==> src/hdl/ps2mt_pkg.sv <==
package ps2mt_pkg;

  localparam int unsigned BYTE_W          = 8;
  localparam int unsigned CFG_W           = 13;
  localparam int unsigned CFG_IDX_W       = 2;
  localparam int unsigned COORD_BITS_DEF  = 12;
  localparam int unsigned CURSOR_RST      = 100;

  localparam logic [CFG_IDX_W-1:0] CFG_IDX_WIDTH  = 2'd0;
  localparam logic [CFG_IDX_W-1:0] CFG_IDX_HEIGHT = 2'd1;

  localparam logic [CFG_W-1:0] WIDTH_RST  = 13'd640;
  localparam logic [CFG_W-1:0] HEIGHT_RST = 13'd480;

  // Header byte bit positions
  localparam int unsigned SYNC_BIT   = 3;
  localparam int unsigned BTN_LEFT   = 0;
  localparam int unsigned BTN_RIGHT  = 1;
  localparam int unsigned BTN_MIDDLE = 2;

endpackage

==> src/hdl/ps2_mouse_packet_tracker.sv <==
// PS/2 mouse packet tracker.
// Input channel: one mouse byte per transaction on data_byte_i, qualified by
// in_valid_i, held off by in_stall_o. Bytes are grouped into three-byte
// packets; in the header slot a byte without bit 3 set is dropped.
// Output channel: one transaction per completed packet, carrying the clamped
// cursor position and the three button bits, qualified by out_valid_o and
// held off by out_stall_i.
// Configuration: cfg_we_i writes cfg_wdata_i into the register at cfg_idx_i
// (0 screen width, 1 screen height); other indexes are ignored. Write only
// while no packet is in progress and no result is pending.
// Throughput: one byte per cycle while in_stall_o is low. Each byte is held
// in an input register, then the phase step and the add-and-clamp update the
// cursor register, which doubles as the output register.
// Result: a packet's third byte passes the input register, then the phase
// step sets the cursor and button registers and raises out_valid_o.
// Reset: phase returns to the header slot, cursor to (100, 100), buttons
// released, screen to 640 x 480, no result pending.
// Stall: while a result waits, bytes that complete no packet still flow; the
// third byte of the next packet holds in the input register and in_stall_o
// rises until the pending result is taken.
module ps2_mouse_packet_tracker #(
  parameter int unsigned COORD_BITS = ps2mt_pkg::COORD_BITS_DEF
) (
  input  logic                             clk_i,
  input  logic                             rst_ni,
  input  logic                             in_valid_i,
  output logic                             in_stall_o,
  input  logic [ps2mt_pkg::BYTE_W-1:0]     data_byte_i,
  output logic                             out_valid_o,
  input  logic                             out_stall_i,
  output logic [COORD_BITS-1:0]            pos_x_o,
  output logic [COORD_BITS-1:0]            pos_y_o,
  output logic                             left_down_o,
  output logic                             right_down_o,
  output logic                             middle_down_o,
  input  logic                             cfg_we_i,
  input  logic [ps2mt_pkg::CFG_IDX_W-1:0]  cfg_idx_i,
  input  logic [ps2mt_pkg::CFG_W-1:0]      cfg_wdata_i
);

  localparam int unsigned BW    = ps2mt_pkg::BYTE_W;
  localparam int unsigned CW    = ps2mt_pkg::CFG_W;
  localparam int unsigned SUM_W = COORD_BITS + 2;

  localparam logic [1:0] PH_HEAD   = 2'd0;
  localparam logic [1:0] PH_MOVE_X = 2'd1;
  localparam logic [1:0] PH_MOVE_Y = 2'd2;

  logic [CW-1:0]         width_q, width_d;
  logic [CW-1:0]         height_q, height_d;
  logic                  s1_valid_q, s1_valid_d;
  logic [BW-1:0]         s1_data_q, s1_data_d;
  logic [1:0]            phase_q, phase_d;
  logic [BW-1:0]         header_q, header_d;
  logic [BW-1:0]         move_x_q, move_x_d;
  logic [COORD_BITS-1:0] cur_x_q, cur_x_d;
  logic [COORD_BITS-1:0] cur_y_q, cur_y_d;
  logic [2:0]            btn_q, btn_d;
  logic                  out_valid_q, out_valid_d;

  logic                  s1_result;
  logic                  s1_adv;
  logic                  s1_fire;
  logic                  in_acc;
  logic [COORD_BITS-1:0] lim_x, lim_y;
  logic [SUM_W-1:0]      sum_x, sum_y;

  function automatic logic [COORD_BITS-1:0] size_limit(input logic [CW-1:0] size);
    logic [CW-1:0] m1;
    begin
      m1 = (size == '0) ? '0 : size - CW'(1);
      if ((m1 >> COORD_BITS) != '0) begin
        size_limit = '1;
      end else begin
        size_limit = COORD_BITS'(m1);
      end
    end
  endfunction

  function automatic logic [COORD_BITS-1:0] clamp(input logic [SUM_W-1:0] v,
                                                  input logic [COORD_BITS-1:0] lim);
    begin
      if (v[SUM_W-1]) begin
        clamp = '0;
      end else if (v > SUM_W'(lim)) begin
        clamp = lim;
      end else begin
        clamp = v[COORD_BITS-1:0];
      end
    end
  endfunction

  assign s1_result  = s1_valid_q && (phase_q == PH_MOVE_Y);
  assign s1_adv     = !s1_result || !out_valid_q || !out_stall_i;
  assign s1_fire    = s1_valid_q && s1_adv;
  assign in_stall_o = s1_valid_q && !s1_adv;
  assign in_acc     = in_valid_i && !in_stall_o;

  assign lim_x = size_limit(width_q);
  assign lim_y = size_limit(height_q);
  // X moves by +dx, Y by -dy
  assign sum_x = {2'b00, cur_x_q} + {{(SUM_W-BW){move_x_q[BW-1]}}, move_x_q};
  assign sum_y = {2'b00, cur_y_q} - {{(SUM_W-BW){s1_data_q[BW-1]}}, s1_data_q};

  always_comb begin
    width_d  = width_q;
    height_d = height_q;
    if (cfg_we_i) begin
      case (cfg_idx_i)
        ps2mt_pkg::CFG_IDX_WIDTH:  width_d  = cfg_wdata_i;
        ps2mt_pkg::CFG_IDX_HEIGHT: height_d = cfg_wdata_i;
        default: ;
      endcase
    end
  end

  always_comb begin
    s1_valid_d = s1_valid_q;
    s1_data_d  = s1_data_q;
    if (in_acc) begin
      s1_valid_d = 1'b1;
      s1_data_d  = data_byte_i;
    end else if (s1_adv) begin
      s1_valid_d = 1'b0;
    end
  end

  always_comb begin
    phase_d  = phase_q;
    header_d = header_q;
    move_x_d = move_x_q;
    cur_x_d  = cur_x_q;
    cur_y_d  = cur_y_q;
    btn_d    = btn_q;
    if (s1_fire) begin
      case (phase_q)
        PH_MOVE_X: begin
          move_x_d = s1_data_q;
          phase_d  = PH_MOVE_Y;
        end
        PH_MOVE_Y: begin
          phase_d = PH_HEAD;
          cur_x_d = clamp(sum_x, lim_x);
          cur_y_d = clamp(sum_y, lim_y);
          btn_d   = {header_q[ps2mt_pkg::BTN_MIDDLE], header_q[ps2mt_pkg::BTN_RIGHT],
                     header_q[ps2mt_pkg::BTN_LEFT]};
        end
        default: begin
          // drop bytes until one carries the sync bit
          if (s1_data_q[ps2mt_pkg::SYNC_BIT]) begin
            header_d = s1_data_q;
            phase_d  = PH_MOVE_X;
          end else begin
            phase_d = PH_HEAD;
          end
        end
      endcase
    end
  end

  always_comb begin
    out_valid_d = out_valid_q;
    if (s1_fire && s1_result) begin
      out_valid_d = 1'b1;
    end else if (!out_stall_i) begin
      out_valid_d = 1'b0;
    end
  end

  always_ff @(posedge clk_i or negedge rst_ni) begin
    if (!rst_ni) begin
      width_q     <= ps2mt_pkg::WIDTH_RST;
      height_q    <= ps2mt_pkg::HEIGHT_RST;
      s1_valid_q  <= 1'b0;
      phase_q     <= PH_HEAD;
      header_q    <= '0;
      move_x_q    <= '0;
      cur_x_q     <= COORD_BITS'(ps2mt_pkg::CURSOR_RST);
      cur_y_q     <= COORD_BITS'(ps2mt_pkg::CURSOR_RST);
      btn_q       <= '0;
      out_valid_q <= 1'b0;
    end else begin
      width_q     <= width_d;
      height_q    <= height_d;
      s1_valid_q  <= s1_valid_d;
      phase_q     <= phase_d;
      header_q    <= header_d;
      move_x_q    <= move_x_d;
      cur_x_q     <= cur_x_d;
      cur_y_q     <= cur_y_d;
      btn_q       <= btn_d;
      out_valid_q <= out_valid_d;
    end
  end

  always_ff @(posedge clk_i) begin
    s1_data_q <= s1_data_d;
  end

  assign out_valid_o   = out_valid_q;
  assign pos_x_o       = cur_x_q;
  assign pos_y_o       = cur_y_q;
  assign left_down_o   = btn_q[0];
  assign right_down_o  = btn_q[1];
  assign middle_down_o = btn_q[2];

endmodule

==> config.mk <==
export PLATFORM = sky130hd
export DESIGN_NAME = ps2_mouse_packet_tracker
export DESIGN_NICKNAME = d
export VERILOG_FILES = /design/src/hdl/ps2mt_pkg.sv /design/src/hdl/ps2_mouse_packet_tracker.sv
export SDC_FILE = /design/constraint.sdc
export NUM_CORES = 1
export LEC_CHECK = 0
export CORE_MARGIN = 2
export CORE_UTILIZATION = 28
export CTS_CLUSTER_SIZE = 28
export DETAILED_ROUTE_END_ITERATION = 7
export DONT_BUFFER_PORTS = 1
export PLACE_DENSITY = 0.52
export RECOVER_POWER = 25
export SLEW_MARGIN = 0
export SYNTH_ARGS = -nofsm -noshare
export SYNTH_HDL_FRONTEND = slang
export SYNTH_SLANG_ARGS = --single-unit
==> constraint.sdc <==
create_clock -name clk_i -period 9.1 [get_ports clk_i]
set_input_delay 1.365 -clock clk_i [delete_from_list [all_inputs] [get_ports clk_i]]
set_output_delay 1.365 -clock clk_i [all_outputs]
set_load 0.02 [all_outputs]
==> out/metrics.csv, run 1 <==
stage;metric;value;unit
status;status;completed;
timing;relative slew slack;0.281;
grt;vias in the first global route;4120;
floorplan;Core Area;19300;sq um
timing;Worst Max-Slew Pin Slew;1.07;ns
timing;Max Slew Vio Count;0;
timing;setup TNS;0;ns
setup_path;required time worst endpoint;9.35;ns
grt;Most Used Layer, Global Route;met2;
finish;Inserted Diodes;0;
logic_synthesis;EDFF count, synth;8;
setup_path;startpoint class of the critical path;register;
grt;first-pass GRT wire length;21500;um
placement;final RePlAce weighted congestion;0.840;
finish;nets;662;
cts;H-tree depth;3;
drt;DR DRC count;0;
grt;pin count of the biggest net entering global routing;69;
finish;Synth-to-Final Area Change;11.0;%
logic_synthesis;Synth Area per Inst;9.50;sq um
cts;CTS max path bufs;2;
logic_synthesis;post-synth cell types;60;
placement;Detailed Place HPWL;10100;um
drt;Post-Route WL;13000;um
finish;most frequent cells in the layout;66 x nand2_1, 56 x ha_1, 56 x dfrtp_1, 52 x inv_1, 35 x a21oi_1;
logic_synthesis;ys async rst share;0.895;
timing;Setup Viol. Count Final;0;
timing;final setup margin;4.85;ns
worst_hold_path;hold path depth;2;
pwr;Max VDD drop;0.000100;V
drt;drt via density;4.76;
timing;RSZ-0062 raised after global routing;no;
logic_synthesis;flops & latches, synth;76;
drt;Final ANT Viol Nets;0;
timing;Layout Skew;0.00956;ns
setup_path;R2R Setup Slk;4.85;ns
cts;# clock sinks;76;
flow_run;max cap viols;0;
cts;Root Driver;clkbuf_16;
placement;number of port buffers;0;
setup_path;reg2reg path depth;18;
grt;met1 Use GR;0.171;
drt;vias;4029;
grt;total grt overflow;0;
timing;Final Cycle Share;0.467;
worst_hold_path;Hold WC Path Type;reg2reg;
logic_synthesis;post-synth top area share;0.256;
drt;wire per inst;15.4;um
pwr;P per Cell Area;365;nW/um^2
worst_hold_path;hold path startpoint;header_q[2];
floorplan;chip width;144;um
cts;Worst-Skew Late Latency;0.34;ns
cts;post-CTS setup buffer count;0;
logic_synthesis;syn nets;662;
setup_path;crit path DAT;4.50;ns
setup_path;FF-to-FF End;pos_y_o[11];
logic_synthesis;area leader, netlist;dfrtp_1;
timing;fin crit period;4.25;ns
drt;DRT iter0 DRCs;149;
cts;hold_buf cts;0;
timing;Hold Vio Cnt, Final;0;
cts;total CTS buffers;9;
floorplan;die height;144;um
finish;share of layout cells above drive strength 1;0.131;
placement;setup slack at placement;4.89;ns
setup_path;critical path type;reg2reg;
cts;Clock transition at path regs;0.06;ns
cts;post-CTS sizing;0;
setup_path;Crit. End Element;register;
setup_path;crit-path max FO;13;
grt;initial antenna violation count;0;
timing;Fmax;235;MHz
logic_synthesis;cell count after synthesis;576;
logic_synthesis;largest cells by area after synthesis;dfrtp_1 26%, ha_1 13%, mux2_2 6.0%;
cts;CTS tree;done;
grt;met2 global-route usage;0.213;
drt;DR pass1 iterations;6;
logic_synthesis;Primary FF master, synth;dfrtp_1;
finish;most common cell after layout, fill and taps aside;nand2_1;
logic_synthesis;Syn. warnings;0;
worst_hold_path;Hold EP;header_q[2];
logic_synthesis;Post-Synthesis Cell Area;5470;sq um
setup_path;worst r2r src;pos_y_o[0];
floorplan;initial core utilization;0.283;
pwr;Lkg Pwr;2.74;nW
floorplan;die area;20700;sq um
logic_synthesis;sequential fraction of the synthesis area;0.358;
floorplan;# rows;51;
pwr;overall power;2.22;mW
grt;gr usage total;0.135;
grt;M3 GR Usage;0.0510;
floorplan;io pins;57;
-- sequential cells by signal, summed over array words and instances, names as in the netlist --
name and flops:
pos_x_o 12, width_q 13, s1_data_q 8, s1_valid_q 1
header_q 3, btn_q 3, move_x_q 8, height_q 13
phase_q 2, pos_y_o 12, out_valid_o 1
-- cell usage after synthesis, drive strengths merged, types with 2 or more instances --
cell     n
a211oi   4
a21boi   2
a21o     5
a21oi   35
a31oi    5
and2     4
and3     3
and4b    2
buf      4
clkbuf   8
dfrtp   56
dfstp   12
edfxtp   8
fa       2
ha      56
inv     52
mux2    30
mux2i   22
nand2   66
nand2b  10
nand3    5
nand3b   6
nand4    6
nor2    30
nor2b    3
nor3    11
nor3b    4
nor4     7
o21a     4
o21ai   51
o21bai   2
o31ai    5
or3      2
xnor2   30
xor2    12
-- stage by stage --
step / cell area [sq um] / hold WS (ns) / instances / utilization
2_1_floorplan: 5470 / 0.446 / 576 / -
3_3_place_gp: 5750 / 0.467 / 830 / 0.297
3_5_place_dp: 5750 / 0.475 / 830 / 0.297
4_1_cts: 6070 / 0.489 / 846 / 0.314
5_1_grt: 6070 / 0.532 / 846 / 0.314
6_report: 6070 / 0.486 / 846 / 0.314
-- power by group --
| group | switching [mW] | internal (mW) | total, mW |
|---|---|---|---|
| clock | 0.149 | 0.238 | 0.387 |
| combinational | 0.653 | 0.529 | 1.18 |
| sequential | 0.188 | 0.459 | 0.647 |
| total | 0.990 | 1.23 | 2.22 |
-- layer usage --
metal	wire [um]	vias up	share of wire
li1	-	2027	-
met1	6060	1920	0.47
met4	189	0	0.015
met2	5840	69	0.45
met3	912	13	0.070
met5	0	-	0
-- worst max path at each step --
| stage | cells after the start | start | end | slack, ns |
|---|---|---|---|---|
| floorplan | 18 | pos_y_o[0] | pos_y_o[11] | 5.42 |
| global placement | 18 | pos_y_o[0] | pos_y_o[11] | 5.01 |
| detailed placement | 18 | pos_y_o[0] | pos_y_o[11] | 4.89 |
| CTS | 18 | pos_y_o[0] | pos_y_o[11] | 4.88 |
| global route | 18 | pos_y_o[0] | pos_y_o[11] | 4.50 |
| finish | 18 | pos_y_o[0] | pos_y_o[11] | 4.85 |
-- cell families (layout without fill, tap and decap cells) --
group,Yosys count,in the layout,synth area share
multiplexers,52,52,0.103
buffers and inverters,64,69,0.0478
flip-flops,76,76,0.358
AND/OR/NAND/NOR,162,162,0.148
AO/OA/AOI/OAI,122,122,0.140
adder cells (fa/ha/maj),58,58,0.135
XOR/XNOR,42,42,0.0686
-- worst max-delay path, stage by stage, from the launching register on --
cell and delay [ns]:
dfrtp_1 0.49, inv_1 0.10, ha_1 0.16, inv_1 0.05, fa_1 0.39, a21oi_1 0.26, o21ai_1 0.16, and4_4 0.22
nor3_1 0.22, xnor2_1 0.12, ha_1 0.31, nand4_1 0.13, a211oi_1 0.26, o41ai_1 0.12, a21oi_1 0.25, nor3_1 0.09
mux2_4 0.39, and3_1 0.22, o31ai_2 0.21
-- cell type report --
type | count | area, sq um
fill | 1985 | 13300
multi-input combinational | 436 | 3260
sequential | 76 | 1960
tap | 265 | 332
clock buffer | 12 | 268
inverter | 52 | 195
clock inverter | 4 | 55.1
timing repair buffer | 1 | 7.51
Note: power is estimated with default switching activity, not from simulation.
==> run 2: changes to the inputs <==
--- a/config.mk
+++ b/config.mk
@@ -5,12 +5,13 @@
 export SDC_FILE = /design/constraint.sdc
 export NUM_CORES = 1
 export LEC_CHECK = 0
+export ABC_AREA = 1
 export CORE_MARGIN = 2
 export CORE_UTILIZATION = 28
 export CTS_CLUSTER_SIZE = 28
 export DETAILED_ROUTE_END_ITERATION = 7
 export DONT_BUFFER_PORTS = 1
-export PLACE_DENSITY = 0.52
+export PLACE_DENSITY = 0.54
 export RECOVER_POWER = 25
 export SLEW_MARGIN = 0
 export SYNTH_ARGS = -nofsm -noshare
==> constraint.sdc (replaced) <==
create_clock -name clk_i -period 3.55 [get_ports clk_i]
set_input_delay 0.5325 -clock clk_i [delete_from_list [all_inputs] [get_ports clk_i]]
set_output_delay 0.5325 -clock clk_i [all_outputs]
set_load 0.02 [all_outputs]
==> run 2 against run 1 <==
The run now ends with capacitance limit, slew limit left. Sequential share of layout area is 2.3 points lower. Critical path depth is 1 lower. Design area is 7.6% higher. Fmax is 30% higher. Register-to-register slack worse by 4.6 ns. Sequential power grew to 2.5 times the previous value. Synthesized cell count is 36% higher. Flip-flop and latch count stayed put. Clock power grew to 2.5 times the previous value. Combinational power grew to 3.1 times the previous value. Critical endpoint is now pos_y_o[5].
==> out/metrics.csv, run 2 <==
stage;metric;value;unit;change
timing;Final Cycle Share;0.923;;+0.456
finish;nets;884;;+34%
logic_synthesis;Synth Area in Adders;0.129;;-0.00674
timing;final setup margin;0.273;ns;-4.57 ns
setup_path;crit path DAT;3.57;ns;-0.93 ns
logic_synthesis;main combinational cell family by area after synthesis;simple AND/OR/NAND/NOR gates;;
pwr;overall power;6.21;mW;+180%
logic_synthesis;flops & latches, synth;76;;unchanged
status;failing checks;capacitance limit, slew limit;;
pwr;Lkg Pwr;3.44;nW;+25%
setup_path;required time worst endpoint;3.84;ns;-5.51 ns
grt;gr usage total;0.143;;+0.00792
logic_synthesis;sequential fraction of the synthesis area;0.340;;-0.0178
timing;Hold Vio Cnt, Final;0;;unchanged
pwr;P per Cell Area;951;nW/um^2;+160%
timing;relative slew slack;-0.772;;-1.05
placement;setup slack at placement;0.101;ns;-4.79 ns
floorplan;# rows;52;;+2.0%
logic_synthesis;syn nets;870;;+31%
floorplan;initial core utilization;0.285;;+0.00158
logic_synthesis;most frequent cell after synthesis;nand2_1;;
drt;drt via density;4.58;;-3.8%
drt;DRT iter0 DRCs;180;;+21%
cts;Worst-Skew Late Latency;0.35;ns;about the same
drt;Post-Route WL;14900;um;+15%
logic_synthesis;EDFF count, synth;8;;unchanged
timing;Fmax;305;MHz;+30%
logic_synthesis;Synth Area per Inst;7.34;sq um;-23%
cts;Clock transition at path regs;0.07;ns;about the same
logic_synthesis;ys async rst share;0.895;;unchanged
logic_synthesis;Post-Synthesis Cell Area;5760;sq um;+5.2%
drt;DR DRC count;0;;unchanged
grt;total grt overflow;0;;unchanged
cts;CTS tree;done;;
logic_synthesis;cell count after synthesis;784;;+36%
logic_synthesis;post-synthesis xor/xnor area fraction;0.0543;;-0.0143
finish;Inserted Diodes;0;;unchanged
placement;Detailed Place HPWL;11600;um;+15%
logic_synthesis;post-synth top area share;0.243;;-0.0127
grt;first-pass GRT wire length;24600;um;+14%
cts;# clock sinks;76;;unchanged
floorplan;die area;21700;sq um;+5.1%
timing;Worst Max-Slew Pin Slew;2.66;ns;+1.58 ns
finish;Largest regs;height_q (13), width_q (13);;
drt;Final ANT Viol Nets;0;;unchanged
setup_path;CP Cell Sequence;inv_1, ha_1, inv_1, fa_1, nand3_1, nand2_1, a31o_2, xnor2_1, inv_1, ha_1, nand2_1, nor4_1, nand4_1, buf_4, nand3_1, nand3_1, nand2_1;;
floorplan;Core Area;20200;sq um;+4.7%
drt;wire per inst;13.9;um;-9.5%
finish;post-route cell area;6530;sq um;+7.6%
logic_synthesis;Post-synth top cells;220 x nand2_1, 118 x inv_1, 70 x nand3_1;;
finish;Synth-to-Final Area Change;13.5;%;
cts;Root Driver;clkbuf_16;;
finish;share of layout cells above drive strength 1;0.0959;;-0.0349
timing;fin crit period;3.28;ns;-0.977 ns
drt;vias;4916;;+22%
timing;setup TNS;0;ns;unchanged
status;status;finished, violations left;;
setup_path;Critical Path Max Stage Delay;0.48;ns;about the same
logic_synthesis;Syn. warnings;0;;unchanged
grt;initial antenna violation count;0;;unchanged
setup_path;startpoint class of the critical path;register;;
setup_path;critical path type;reg2reg;;
logic_synthesis;Synth Area in Simple Gates;0.275;;+0.127
placement;placed instance area;6140;sq um;+6.8%
grt;pin count of the biggest net entering global routing;57;;-17%
setup_path;Worst path slowest cell;dfrtp_1;;
logic_synthesis;post-synth cell types;39;;-35%
logic_synthesis;Primary FF master, synth;dfrtp_1;;
cts;CTS max path bufs;2;;unchanged
grt;vias in the first global route;4782;;+16%
timing;RSZ-0062 raised after global routing;no;;
setup_path;crit-path max FO;12;;-1
logic_synthesis;area leader, netlist;dfrtp_1;;
timing;Layout Skew;0.0114;ns;+0.00180 ns
placement;number of port buffers;0;;unchanged
cts;H-tree depth;3;;unchanged
worst_hold_path;Hold WC Path Type;in2async;;
finish;most common cell after layout, fill and taps aside;nand2_1;;
placement;final RePlAce weighted congestion;0.834;;-0.70%
logic_synthesis;largest cells by area after synthesis;dfrtp_1 24%, nand2_1 14%, ha_1 12%;;
setup_path;Crit. End Element;register;;
pwr;Max VDD drop;0.000283;V;+180%
floorplan;chip width;147;um;+2.5%
floorplan;io pins;57;;unchanged
finish;most frequent cells in the layout;220 x nand2_1, 118 x inv_1, 70 x nand3_1, 55 x ha_1, 55 x dfrtp_1;;
timing;Max Slew Vio Count;57;;+57
timing;hold_ws;0.0240;ns;-0.462 ns
floorplan;die height;147;um;+2.5%
cts;total CTS buffers;9;;unchanged
flow_run;max cap viols;1;;+1
drt;DR pass1 iterations;4;;-2
logic_synthesis;post-synthesis compound-gate area fraction;0.104;;-0.0365
timing;Setup Viol. Count Final;0;;unchanged
logic_synthesis;mux cell area share after synthesis;0.00587;;-0.0968
[run 2: cell types whose count changed after synthesis, moves of 22 or more]
cell | previous run | this run
nand2_1 | 66 | 220
inv_1 | 52 | 118
mux2_2 | 29 | 3
nand3_1 | 5 | 70
mux2i_1 | 22 | 0
o21ai_1 | 26 | 3
o21ai_0 | 23 | 55
[run 2: report_power, final]
part | switching, mW | total, mW | internal, mW | leakage (nW)
Sequential | 0.434 | 1.62 | 1.19 | 0.910
Clock | 0.426 | 0.982 | 0.556 | 0.145
Combinational | 2.22 | 3.61 | 1.39 | 2.38
[run 2: cell families (layout without fill, tap and decap cells)]
| family | Yosys count | in the layout |
|---|---|---|
| AOI/OAI and AO/OA | 112 | 112 |
| muxes | 3 | 3 |
| DFF | 76 | 76 |
| xor gates and xnor gates | 34 | 34 |
| buffers and inverters | 137 | 156 |
| adders and majority gates | 58 | 58 |
| and+or+nand+nor | 364 | 364 |
[run 2: layout make-up]
class / count / area [sq um]
clock buffers: 9 / 225
clock inverters: 7 / 82.6
fillers: 2162 / 13700
inverters: 120 / 450
multi-input cells: 571 / 3320
flip-flops and latches: 76 / 1960
well taps: 270 / 338
repair buffers: 20 / 155
[run 2: path summary, 6_finish.rpt]
kind                                      from      endpoint  slack (ns)  cells past startpoint
worst max register to register      pos_y_o[0]    pos_y_o[5]        0.27                     17
max in group asynchronous               rst_ni    pos_x_o[1]        0.70                      1
worst max-delay path                pos_y_o[0]    pos_y_o[5]        0.27                     17
min in group clk_i              data_byte_i[0]  s1_data_q[0]        0.27                      0
worst min register to register     header_q[1]   header_q[1]        0.48                      2
worst min-delay path                    rst_ni    pos_y_o[6]        0.02                      0
[run 2: per-layer routing]
| layer | up-vias | routed length [um] | track usage |
|---|---|---|---|
| li1 | 2574 | - | - |
| met1 | 2240 | 7390 | 0.195 |
| met2 | 84 | 6860 | 0.231 |
| met3 | 18 | 426 | 0.0259 |
| met4 | 0 | 244 | 0.0423 |
| met5 | - | 0 | 0 |
[run 2: critical path, delay by kind of cell, from the launching register on]
family,cells,cell delay [ns]
XOR/XNOR,1,0.21
adder cells (fa/ha/maj),3,0.83
flip-flops,1,0.48
AND/OR/NAND/NOR,8,0.98
buffers and inverters,4,0.48
AO/OA/AOI/OAI,1,0.24
[run 2: what timing repair did]
item / CTS / global route
hold buffers: 1 / 0
hold endpoints to repair: 56 / 0
buffers inserted: 0 / 2
gates resized for setup: 0 / 14
endpoints found under the setup margin: 0 / 24
[run 2: stage by stage]
step / cells / util
3_3_place_gp: 1054 / 0.303
2_1_floorplan: 784 / -
4_1_cts: 1071 / 0.320
6_report: 1073 / 0.323
5_1_grt: 1073 / 0.323
3_5_place_dp: 1054 / 0.303
==> run 3: changes to the inputs <==
--- a/config.mk
+++ b/config.mk
@@ -7,13 +7,12 @@
 export LEC_CHECK = 0
 export ABC_AREA = 1
 export CORE_MARGIN = 2
-export CORE_UTILIZATION = 28
+export CORE_UTILIZATION = 35
 export CTS_CLUSTER_SIZE = 28
 export DETAILED_ROUTE_END_ITERATION = 7
 export DONT_BUFFER_PORTS = 1
-export PLACE_DENSITY = 0.54
+export PLACE_DENSITY = 0.6
 export RECOVER_POWER = 25
-export SLEW_MARGIN = 0
 export SYNTH_ARGS = -nofsm -noshare
 export SYNTH_HDL_FRONTEND = slang
 export SYNTH_SLANG_ARGS = --single-unit
==> constraint.sdc (replaced) <==
create_clock -name clk_i -period 3.7 [get_ports clk_i]
set_input_delay 0.555 -clock clk_i [delete_from_list [all_inputs] [get_ports clk_i]]
set_output_delay 0.555 -clock clk_i [all_outputs]
set_load 0.02 [all_outputs]
==> run 3 against run 2 <==
The flow still finishes with violations (capacitance limit, slew limit). Cell count fell by 5.7%. Worst setup slack improved by 0.049 ns. Clock power fell by 0.8%. Utilization rose by 7.6 points. Highest routed layer unchanged. Register-to-register slack improved by 0.05 ns. Design area fell by 2.3%. Critical endpoint is now pos_x_o[2].
==> out/metrics.csv, run 3 (synthesis gave the netlist of run 2 again) <==
stage;metric;value;unit;change
worst_hold_path;Hold WC Path Type;in2async;;
cts;CTS tree;done;;
floorplan;chip width;132;um;-10%
floorplan;initial core utilization;0.360;;+0.0753
finish;Inserted Diodes;0;;unchanged
pwr;P per Cell Area;928;nW/um^2;-2.4%
placement;number of port buffers;0;;unchanged
grt;pin count of the biggest net entering global routing;57;;unchanged
timing;Fmax;296;MHz;-3.0%
drt;vias;4792;;-2.5%
grt;total grt overflow;0;;unchanged
floorplan;Core Area;16000;sq um;-21%
timing;setup TNS;0;ns;unchanged
cts;total CTS buffers;9;;unchanged
flow_run;max cap viols;1;;unchanged
grt;vias in the first global route;4745;;-0.77%
setup_path;R2R Setup Slk;0.32;ns;+0.05 ns
finish;Synth-to-Final Area Change;10.8;%;
setup_path;critical path type;reg2reg;;
drt;DR DRC count;0;;unchanged
floorplan;die area;17500;sq um;-19%
finish;nets;877;;-0.79%
drt;DR pass1 iterations;4;;unchanged
setup_path;crit path DAT;3.66;ns;+0.09 ns
timing;Worst Max-Slew Pin Slew;2.79;ns;+0.131 ns
placement;final RePlAce weighted congestion;0.851;;+2.0%
finish;most frequent cells in the layout;220 x nand2_1, 118 x inv_1, 70 x nand3_1, 56 x ha_1, 56 x dfrtp_1;;
floorplan;io pins;57;;unchanged
cts;Root Driver;clkbuf_16;;
setup_path;crit-path max FO;8;;-4
pwr;Max VDD drop;0.000361;V;+28%
drt;Final ANT Viol Nets;0;;unchanged
placement;Detailed Place HPWL;10700;um;-7.0%
finish;share of layout cells above drive strength 1;0.0817;;-0.0142
timing;Final Cycle Share;0.913;;-0.0102
grt;initial antenna violation count;0;;unchanged
floorplan;die height;132;um;-10%
status;failing checks;capacitance limit, slew limit;;
finish;most common cell after layout, fill and taps aside;nand2_1;;
setup_path;startpoint class of the critical path;register;;
cts;Clock transition at path regs;0.06;ns;about the same
timing;fin crit period;3.38;ns;+0.101 ns
drt;wire per inst;13.8;um;-0.75%
drt;DRT iter0 DRCs;285;;+58%
timing;relative slew slack;-0.860;;-0.0875
finish;final core occ;0.399;;+0.0760
timing;RSZ-0062 raised after global routing;no;;
setup_path;Crit. End Element;register;;
timing;Hold Vio Cnt, Final;0;;unchanged
cts;CTS max path bufs;2;;unchanged
timing;Layout Skew;0.00804;ns;-0.00331 ns
cts;H-tree depth;3;;unchanged
setup_path;required time worst endpoint;3.98;ns;+0.14 ns
floorplan;# rows;46;;-12%
grt;gr usage total;0.168;;+0.0254
cts;# clock sinks;76;;unchanged
finish;Largest regs;height_q (13), width_q (13);;
drt;drt via density;4.74;;+3.4%
grt;first-pass GRT wire length;23700;um;-3.8%
drt;Post-Route WL;14000;um;-6.4%
status;status;finished, violations left;;
cts;Worst-Skew Late Latency;0.34;ns;about the same
timing;Setup Viol. Count Final;0;;unchanged
pwr;Lkg Pwr;3.40;nW;-1.0%
timing;Max Slew Vio Count;57;;unchanged
==> run 3: worst paths after layout <==
path	start	cells past startpoint	endpoint
max in group asynchronous	rst_ni	1	height_q[4]
min in group clk_i	data_byte_i[6]	0	s1_data_q[6]
setup reg to reg	pos_x_o[2]	19	pos_x_o[2]
hold reg to reg	header_q[2]	2	header_q[2]
setup / recovery	pos_x_o[2]	19	pos_x_o[2]
hold / removal	rst_ni	0	width_q[9]
==> run 3: area by class of cell <==
type	instances	area (sq um)
fill	1705	9620
clock inverter	6	96.3
inverter	120	450
clock buffer	10	229
sequential	76	1960
tap	216	270
multi-input combinational	571	3280
timing repair buffer	13	100
==> run 3: timing repair <==
| item | in CTS | in global routing |
|---|---|---|
| buffers inserted | 0 | 2 |
| hold endpoints to repair | 56 | 0 |
| gates resized for setup | 0 | 5 |
| setup endpoints to repair | 0 | 20 |
| hold buffers | 1 | 0 |
==> run 3: layer usage <==
layer  global-route usage  share of wire  wire, um
met5                    0              0         0
met4               0.0466          0.012       163
met3               0.0315          0.030       420
met2                0.270           0.45      6340
met1                0.232           0.50      7040
==> run 3: report_power, final <==
part / switching [mW] / internal (mW)
clock: 0.374 / 0.599
combinational: 2.06 / 1.30
sequential: 0.450 / 1.14
total: 2.88 / 3.04
==> run 3: worst max-delay path, stage by stage (launching register included) <==
cell      delay, ns
dfstp_2        0.60
ha_1           0.29
or2_1          0.23
nand3_1        0.11
nand2_1        0.11
a21oi_2        0.18
o21ai_0        0.14
nand2_1        0.11
inv_1          0.04
o21bai_1       0.13
nand2_1        0.09
inv_1          0.07
ha_1           0.23
a21oi_1        0.12
a21boi_2       0.19
nand3_2        0.15
buf_4          0.20
nand3_1        0.07
nand3_1        0.12
nand2_1        0.11
==> run 3: through the flow <==
stage                     std cells  cell area [sq um]  worst slack [ns]  hold WS [ns]  total power [mW]
after floorplan                 784               5760             0.651         0.259              4.17
after global placement          993               6020             0.267         0.264              4.85
after detailed placement        993               6020             0.281         0.264              4.87
after CTS                      1010               6370             0.271        0.0406              5.90
after global routing           1012               6380            0.0331        0.0376              6.59
final                          1012               6380             0.323        0.0554              5.92
